### config.mk
export PLATFORM = sky130hd
export DESIGN_NAME = kmhc_window
export DESIGN_NICKNAME = d
export VERILOG_FILES = /design/src/rtl/kmhc_pkg.sv /design/src/rtl/kmhc_window.sv
export SDC_FILE = /design/constraint.sdc
export NUM_CORES = 1
export LEC_CHECK = 0
export ABC_CLOCK_PERIOD_IN_PS = 2800
export CORE_UTILIZATION = 62
export CTS_CLUSTER_SIZE = 30
export DETAILED_ROUTE_END_ITERATION = 16
export DONT_BUFFER_PORTS = 1
export HOLD_SLACK_MARGIN = 0.05
export PLACE_DENSITY = 0.9
export SLEW_MARGIN = 5
export SYNTH_ARGS = -nofsm -noshare
export SYNTH_HDL_FRONTEND = slang
export SYNTH_SLANG_ARGS = --single-unit
### constraint.sdc
create_clock -name clk -period 2.8 [get_ports clk]
set_input_delay 0.28 -clock clk [delete_from_list [all_inputs] [get_ports clk]]
set_output_delay 0.28 -clock clk [all_outputs]
set_load 0.03 [all_outputs]
### src/rtl/kmhc_pkg.sv
`default_nettype none

package kmhc_pkg;

    localparam int MAX_KMER    = 8;
    localparam int WIN_W       = 2 * MAX_KMER;
    localparam int ADDR_W      = WIN_W;
    localparam int STORE_DEPTH = 1 << ADDR_W;
    localparam int CNT_W       = 32;
    localparam int K_W         = 4;
    localparam int CHAR_W      = 8;
    localparam int IDX_W       = 16;
    localparam int PADDR_W     = 3;
    localparam int PDATA_W     = 32;

    localparam logic [CNT_W-1:0]  COUNT_MAX      = '1;
    localparam logic [CHAR_W-1:0] BASE_MASK      = 8'h06;
    localparam logic [K_W-1:0]    KMER_LEN_RESET = K_W'(MAX_KMER);

    // register index taken from paddr above the byte offset
    localparam logic [PADDR_W-3:0] REG_KMER_LENGTH = '0;

    typedef enum logic {
        OP_INC,
        OP_READ
    } op_t;

    typedef struct packed {
        logic              valid;
        op_t               op;
        logic [ADDR_W-1:0] addr;
    } req_t;

    // zero acts as one, anything above the maximum is clamped
    function automatic logic [K_W-1:0] eff_k(input logic [K_W-1:0] len);
        logic [K_W-1:0] k;
        k = len;
        if (len == '0)
        begin
            k = K_W'(1);
        end
        else if (len > K_W'(MAX_KMER))
        begin
            k = K_W'(MAX_KMER);
        end
        return k;
    endfunction

endpackage

`default_nettype wire

### src/rtl/kmhc_window.sv
`default_nettype none

module kmhc_window
    import kmhc_pkg::*;
(
    input  wire logic              clk,
    input  wire logic              rst_n,
    input  wire logic              accept,
    input  wire logic              action,
    input  wire logic [CHAR_W-1:0] base_char,
    input  wire logic              first_of_sequence,
    input  wire logic [IDX_W-1:0]  kmer_index,
    input  wire logic [K_W-1:0]    kmer_length,
    output req_t                   req
);

    logic [WIN_W-1:0]  window_reg;
    logic [WIN_W-1:0]  window_next;
    logic [K_W-1:0]    fill_reg;
    logic [K_W-1:0]    fill_next;
    logic [K_W-1:0]    k;
    logic [WIN_W-1:0]  mask;
    logic [CHAR_W-1:0] masked_char;
    logic [1:0]        code;
    logic [WIN_W-1:0]  window_base;
    logic [K_W-1:0]    fill_base;
    logic [31:0]       idx_ext;
    logic              counting;

    always_comb
    begin
        k           = eff_k(kmer_length);
        masked_char = base_char & BASE_MASK;
        code        = masked_char[2:1];
        for (int i = 0; i < MAX_KMER; i++)
        begin
            mask[2*i +: 2] = {2{K_W'(i) < k}};
        end
        window_base = first_of_sequence ? '0 : window_reg;
        fill_base   = first_of_sequence ? '0 : fill_reg;
        window_next = WIN_W'({window_base, code}) & mask;
        fill_next   = (fill_base < k) ? fill_base + K_W'(1) : k;
        counting    = (fill_next >= k);
        idx_ext     = {{(32 - IDX_W){1'b0}}, kmer_index};

        req.valid = accept && (action || counting);
        req.op    = action ? OP_READ : OP_INC;
        req.addr  = action ? idx_ext[ADDR_W-1:0] : window_next;
    end

    always_ff @(posedge clk or negedge rst_n)
    begin
        if (!rst_n)
        begin
            window_reg <= '0;
            fill_reg   <= '0;
        end
        else if (accept && !action)
        begin
            window_reg <= window_next;
            fill_reg   <= fill_next;
        end
    end

endmodule

`default_nettype wire

==> impl_metrics.toml, run 1 <==
[routing]
routed_length_on_met3_um = 235
vias = 1328
routed_wl_um = 3310
drt-pass1-iter-count = 4
drt-vias-per-instance = 6.23
wl_per_cell_um = 15.5
met2_wirelength_from_detailed_routing_um = 1730
route.detailed.drc = 0
top_signal_layer_used = "met4"
met1_length_um = 1340
drt_iter0_markers = 55
detail-route-antenna-nets = 0

[min_path]
worstHoldPathType = "in2reg"
holdPathStages = 2
hold_path_end = "window_reg[0]"
hold_path.startpoint = "base_char[1]"

[die]
core_area_sq_um = 1980
ioPinCount = 51
floorplan.die.height_um = 48.2
chipWidth_um = 48.2
rows = 16
floorplan.initialDensity_pct = 66.7
die_area_sq_um = 2320

[worst_setup_path]
max_stage_delay_ns = 0.41
worst_r2r_setup_slack_ns = 1.00
end_kind = "primary output"
slowest_stage_cell_crit_path = "sky130_fd_sc_hd__dfrtp_1"
rr_worst_depth = 8
startpoint_type = "flop"
worst-endpoint-required_ns = 2.52
crit_arrival_ns = 2.57
worstPathCellList = "nor2b_4, ha_4, and3_4, o31ai_4, and2_4, a22o_1, ha_1, o31ai_2, a21oi_1, buf_4"
worst-setup-path-type = "reg2out"
worst_r2r_startpoint = "fill_reg[3]"
crit_fanout = 4
r2r_end = "fill_reg[1]"

[yosys]
syn_warnings = 0
share_of_synthesized_flip_flops_with_an_asynchronous_set_or_reset_pct = 100
synthesis.instances = 177
synth_nets = 218
ys_seq_area_share_pct = 34.1
synth_area_sq_um = 1320
synth_seq_cells = 18
post_synth_num_cell_types = 33
number_of_enable_type_register_cells_in_the_synthesized_netlist = 0
postSynth.topFlopCell = "sky130_fd_sc_hd__dfrtp_1"
syn_avg_cell_area_sq_um = 7.46

[run_status]
violations = "negative setup slack"
status = "complete, but fails checks"

[sta]
setup_viol_count_final = 1
maxSlewHeadroom_pct = 35.8
postLayoutSetupSlackWorst_ns = -0.0541
finalMaxSlewViolations = 0
final_hold_viol_count = 0
fin_tns_setup_ns = -0.0541
finalWorstPathRequiredPeriod_ns = 2.85
max_freq_ghz = 0.350
timing.final.crit_share_pct = 102
grt_setup_unrepaired = "yes"
final.setup_skew_ns = 0.000687
slew_worst_pin_ns = 0.953

[global_route]
antenna_violations_before_repair = 0
global_route_wire_length_before_repair_um = 4100
grt_start_max_net_pins = 36
grt_usage_pct = 25.5
globalRouteOverflowTotal = 0
vias_in_the_first_global_route = 967

[final_layout]
n_antenna_cell = 0
largest_register_ff_count = 14
layout_commonest_cell = "sky130_fd_sc_hd__nand2_1"
final_nets = 228
final_layout_size_suffix_gt1_share_pct = 18.8
most-common-layout-cells = "sky130_fd_sc_hd__nand2_1, sky130_fd_sc_hd__o21ai_0, sky130_fd_sc_hd__dfrtp_1, sky130_fd_sc_hd__buf_4, sky130_fd_sc_hd__nor2_1"
fin_area_sq_um = 1540
areaGrowthSynthToFinish_pct = 16.6

[placed_design]
io_buffer_count = 0
gp_routability_congestion = 0.903
place_area_sq_um = 1350
hpwlAfterDp_um = 2190

[power_and_ir_drop]
power.density_nw_per_um2 = 640
p_leak_nw = 0.698
design_power_total_mw = 0.986
irDropWorstVdd_v = 0.000454

[clocking]
clk_latency_ns = 0.30
htree_num_levels = 1
master_cell_of_the_clock_root_buffer = "sky130_fd_sc_hd__clkbuf_4"
max-clock-path-buffers = 2
cts.sinks = 18
cts.reportedPaths.clkPinSlew_ns = 0.11
inserted_clock_buffers = 3
clock_tree_from_tritoncts = "done"

[flow_run]
timing.max_cap.violations = 0
## what timing repair did
| action | 4_1_cts | 5_1_grt |
|---|---|---|
| pin swaps | 1 | 13 |
| resized for setup | 4 | 12 |
| buffers inserted | 2 | 7 |
| setup endpoints to repair | 1 | 1 |
| hold buffers | 1 | 0 |
| endpoints found under the hold margin | 18 | 0 |
## worst max-delay path by stage
stage | from | to | slack, ns | cells past startpoint
5_1_grt | fill_reg[3] | req[17] | -0.13 | 12
2_1_floorplan | kmer_length[3] | req[17] | 0.11 | 12
3_3_place_gp | fill_reg[2] | req[17] | 0.25 | 10
6_report | fill_reg[3] | req[17] | -0.05 | 10
3_5_place_dp | fill_reg[2] | req[17] | 0.19 | 10
4_1_cts | fill_reg[3] | req[17] | -0.08 | 10
## metrics by stage
step / hold slack [ns] / util [%] / instances / worst slack, ns
final: 0.0887 / 77.7 / 213 / -0.0541
after global routing: 0.0840 / 77.7 / 213 / -0.132
after CTS: 0.100 / 71.7 / 206 / -0.0806
after detailed placement: -0.0151 / 67.9 / 199 / 0.195
after global placement: -0.0150 / 67.9 / 199 / 0.254
after floorplan: -0.0156 / - / 177 / 0.106
## power by group
| group | switching [mW] | internal (mW) |
|---|---|---|
| Clock | 0.0905 | 0.0794 |
| Sequential | 0.0228 | 0.292 |
| Combinational | 0.256 | 0.244 |
## metal layers
layer / vias to the layer above / global-route usage (%)
li1: 619 / -
met3: 2 / 5.56
met4: 0 / 9.44
met5: - / 0
met1: 618 / 29.9
met2: 89 / 45.3
## cells in the mapped netlist (all sizes together) (2+ instances only)
library cell / n / area (sq um)
o21ai: 30 / 150
and2: 2 / 15.0
a22o: 2 / 17.5
nor2: 10 / 37.5
nand3: 4 / 20.0
a21o: 2 / 15.0
a221oi: 2 / 17.5
clkbuf: 6 / 22.5
buf: 6 / 38.8
ha: 8 / 100
nor3: 3 / 15.0
a21oi: 7 / 35.0
nand2: 53 / 199
nor2b: 5 / 31.3
o31ai: 2 / 28.8
inv: 2 / 7.51
mux2: 2 / 22.5
nand2b: 3 / 18.8
mux2i: 2 / 20.0
dfrtp: 18 / 450
## worst max-delay path: cells and delay by family (launching register included)
family,cells,cell delay [ns]
flip-flops,1,0.41
AND/OR/NAND/NOR,3,0.52
buffers and inverters,1,0.17
adder cells (fa/ha/maj),2,0.59
AO/OA/AOI/OAI,4,0.58
## layout make-up
class | instances | area, sq um
Fill cell | 138 | 442
Tap cell | 27 | 33.8
Clock buffer | 4 | 36.3
Multi-Input combinational cell | 144 | 878
Sequential cell | 18 | 450
Timing Repair Buffer | 17 | 130
Inverter | 3 | 11.3
## kinds of logic after synthesis
family	count (synthesis)	share of synthesized area, %
flops	18	34.1
simple gates	81	25.9
mux	4	3.22
compound gates	49	22.3
xor+xnor	2	1.33
buf+inv	15	5.49
fa+ha+maj	8	7.58
(Power assumes the default switching activity.)
==> run 2: changes to the inputs <==
Settings changed: ABC_AREA from default to 1.
==> run 2 against run 1 <==
  * Critical path depth is 4 higher
  * Routed wire length is 2.9% higher
  * Total power is 5.5% higher
  * The run now ends clean
  * Clock skew is 0.013 ns higher
==> impl_metrics.toml, run 2 <==
[min_path]
worstHoldPathType = "in2reg"

[placed_design]
place_area_sq_um = 1380
io_buffer_count = 0
hpwlAfterDp_um = 2100
pre_cts_ws_ns = 0.0943
gp_routability_congestion = 0.878

[yosys]
yosys-top-cells-area = "sky130_fd_sc_hd__dfrtp_1, sky130_fd_sc_hd__nand2_1, sky130_fd_sc_hd__o21ai_0"
synth_nets = 232
yosys-top-cells-count = "sky130_fd_sc_hd__nand2_1, sky130_fd_sc_hd__o21ai_0, sky130_fd_sc_hd__dfrtp_1, sky130_fd_sc_hd__inv_1, sky130_fd_sc_hd__nand3_1"
share_of_synthesized_flip_flops_with_an_asynchronous_set_or_reset_pct = 100
number_of_enable_type_register_cells_in_the_synthesized_netlist = 0
syn_warnings = 0
ys_seq_area_share_pct = 33.7
synth_area_sq_um = 1340
yosysMostFrequentCell = "sky130_fd_sc_hd__nand2_1"
syn_avg_cell_area_sq_um = 6.99
synthesis.instances = 191
synth_seq_cells = 18
synth_top_area_cell = "sky130_fd_sc_hd__dfrtp_1"
post_synth_num_cell_types = 24
post-synth-top-area-fraction_pct = 33.7
postSynth.topFlopCell = "sky130_fd_sc_hd__dfrtp_1"

[routing]
top_signal_layer_used = "met4"
routed_wl_um = 3400
routed_length_on_met3_um = 279
drt-vias-per-instance = 5.95
drt_iter0_markers = 54
met1_length_um = 1370
vias = 1357
wl_per_cell_um = 14.9
route.detailed.drc = 0
met2_wirelength_from_detailed_routing_um = 1640
drt-pass1-iter-count = 4
detail-route-antenna-nets = 0

[clocking]
max-clock-path-buffers = 2
htree_num_levels = 1
cts.reportedPaths.clkPinSlew_ns = 0.10
cts.sinks = 18
inserted_clock_buffers = 3
clock_tree_from_tritoncts = "done"
clk_latency_ns = 0.30
master_cell_of_the_clock_root_buffer = "sky130_fd_sc_hd__clkbuf_4"

[final_layout]
finish.utilization_pct = 79.1
fin_area_sq_um = 1580
most-common-layout-cells = "sky130_fd_sc_hd__nand2_1, sky130_fd_sc_hd__o21ai_0, sky130_fd_sc_hd__dfrtp_1, sky130_fd_sc_hd__inv_1, sky130_fd_sc_hd__nand3_1"
areaGrowthSynthToFinish_pct = 18.6
layout.filler_cells = 129
final_layout_size_suffix_gt1_share_pct = 25.9
final_nets = 243
largest_register_ff_count = 14
n_antenna_cell = 0
layout_commonest_cell = "sky130_fd_sc_hd__nand2_1"

[power_and_ir_drop]
p_leak_nw = 0.764
power.share.clock_pct = 16.1
net_switching_power_of_the_design_mw = 0.427
intPower_mw = 0.613
power.share.sequential_pct = 31.0
comb_power_share_pct = 52.9
power.share.switching_pct = 41.0
power.density_nw_per_um2 = 657
design_power_total_mw = 1.04
irDropWorstVdd_v = 0.000559

[die]
ioPinCount = 51
die_area_sq_um = 2340
floorplan.die.height_um = 48.4
floorplan.initialDensity_pct = 66.7
core_area_sq_um = 2000
chipWidth_um = 48.4
rows = 16

[sta]
setup_viol_count_final = 0
final_hold_viol_count = 0
maxSlewHeadroom_pct = 37.1
finalMaxSlewViolations = 0
grt_setup_unrepaired = "yes"
postLayoutSetupSlackWorst_ns = 0.0420
final.setup_skew_ns = 0.0133
slew_worst_pin_ns = 0.934
max_freq_ghz = 0.363
timing.final.crit_share_pct = 98.5
finalWorstPathRequiredPeriod_ns = 2.76

[run_status]
status = "finished clean"

[worst_setup_path]
crit_arrival_ns = 2.48
worst-endpoint-required_ns = 2.52
worst-setup-path-type = "reg2out"
crit_fanout = 5
end_kind = "primary output"
startpoint_type = "flop"

[global_route]
global_route_wire_length_before_repair_um = 5140
grt_start_max_net_pins = 34
vias_in_the_first_global_route = 1230
grt_usage_pct = 27.8
globalRouteOverflowTotal = 0
antenna_violations_before_repair = 0

[flow_run]
timing.max_cap.violations = 0
## run 2: cell count changes in the layout (fill, tap and decap cells not counted), sizes merged, moves of 3 or more
cell	before	now
a21oi	7	1
nor2b	5	0
nand2b	3	0
buf	16	13
o21ai	30	34
nand2	53	63
nand3	4	18
inv	2	22
## run 2: final timing paths
check	start	end	slack [ns]	depth (start not counted)
setup / recovery	fill_reg[3]	req[17]	0.04	14
hold / removal	base_char[1]	window_reg[0]	0.14	2
setup reg to reg	fill_reg[3]	fill_reg[2]	1.23	8
hold reg to reg	window_reg[0]	window_reg[0]	0.50	2
max in group asynchronous	rst_n	fill_reg[1]	1.75	1
min in group asynchronous	rst_n	window_reg[11]	0.52	1
## run 2: timing repair
| item | CTS | global route |
|---|---|---|
| gates resized for setup | 7 | 18 |
| setup buffers | 1 | 5 |
| hold buffers | 1 | 0 |
| endpoints found under the setup margin | 1 | 1 |
| pin swaps | 4 | 15 |
| hold endpoints to repair | 18 | 0 |
## run 2: cells by family (layout without fill, tap and decap cells)
group                      Yosys count  count (layout)  share of synthesized area [%]
and+or+nand+nor                     93              93                           31.3
buffers and inverters               30              40                           9.00
DFF                                 18              18                           33.7
AOI/OAI and AO/OA                   40              40                           17.2
xor gates and xnor gates             2               2                           1.31
adders and majority gates            8               8                           7.50
## run 2: area by class of cell
class                   instances  area [sq um]  area share, %
clock buffers                   4          36.3           2.29
inverters                      22          82.6           5.22
multi-input cells             143           868           54.9
flip-flops and latches         18           450           28.5
well taps                      27          33.8           2.13
repair buffers                 14           111           7.04
## run 2: critical path, cell delays in order, from the launching register on
cell and delay, ns:
sky130_fd_sc_hd__dfrtp_1 0.38, sky130_fd_sc_hd__inv_2 0.05, sky130_fd_sc_hd__nor2_4 0.14, sky130_fd_sc_hd__ha_4 0.22, sky130_fd_sc_hd__a21oi_4 0.24, sky130_fd_sc_hd__nand2_4 0.09
sky130_fd_sc_hd__nand2_2 0.10, sky130_fd_sc_hd__nand2_2 0.08, sky130_fd_sc_hd__ha_4 0.23, sky130_fd_sc_hd__o21a_1 0.16, sky130_fd_sc_hd__o21a_1 0.16, sky130_fd_sc_hd__o21ai_1 0.12
sky130_fd_sc_hd__nand2_1 0.06, sky130_fd_sc_hd__nand2_1 0.07, sky130_fd_sc_hd__inv_2 0.08
## run 2: metal layers
layer	vias to the layer above	track usage (%)
met5	-	0
li1	642	-
met4	0	9.80
met1	618	33.0
met3	13	3.46
met2	84	51.4
## run 2: power groups by stage
stage / sequential, mW / clock [mW] / combinational (mW)
final: 0.322 / 0.167 / 0.551
after global routing: 0.326 / 0.181 / 0.596
after CTS: 0.318 / 0.166 / 0.406
after detailed placement: 0.322 / 0 / 0.363
after global placement: 0.322 / 0 / 0.348
after floorplan: 0.319 / 0 / 0.312
## run 2: metrics by stage
stage | hold WS [ns] | cells | TNS, ns
finish | 0.137 | 228 | 0
global route | 0.158 | 228 | -0.0808
CTS | 0.134 | 223 | -0.00360
detailed placement | -0.0152 | 217 | 0
global placement | -0.0152 | 217 | 0
floorplan | -0.0156 | 191 | 0
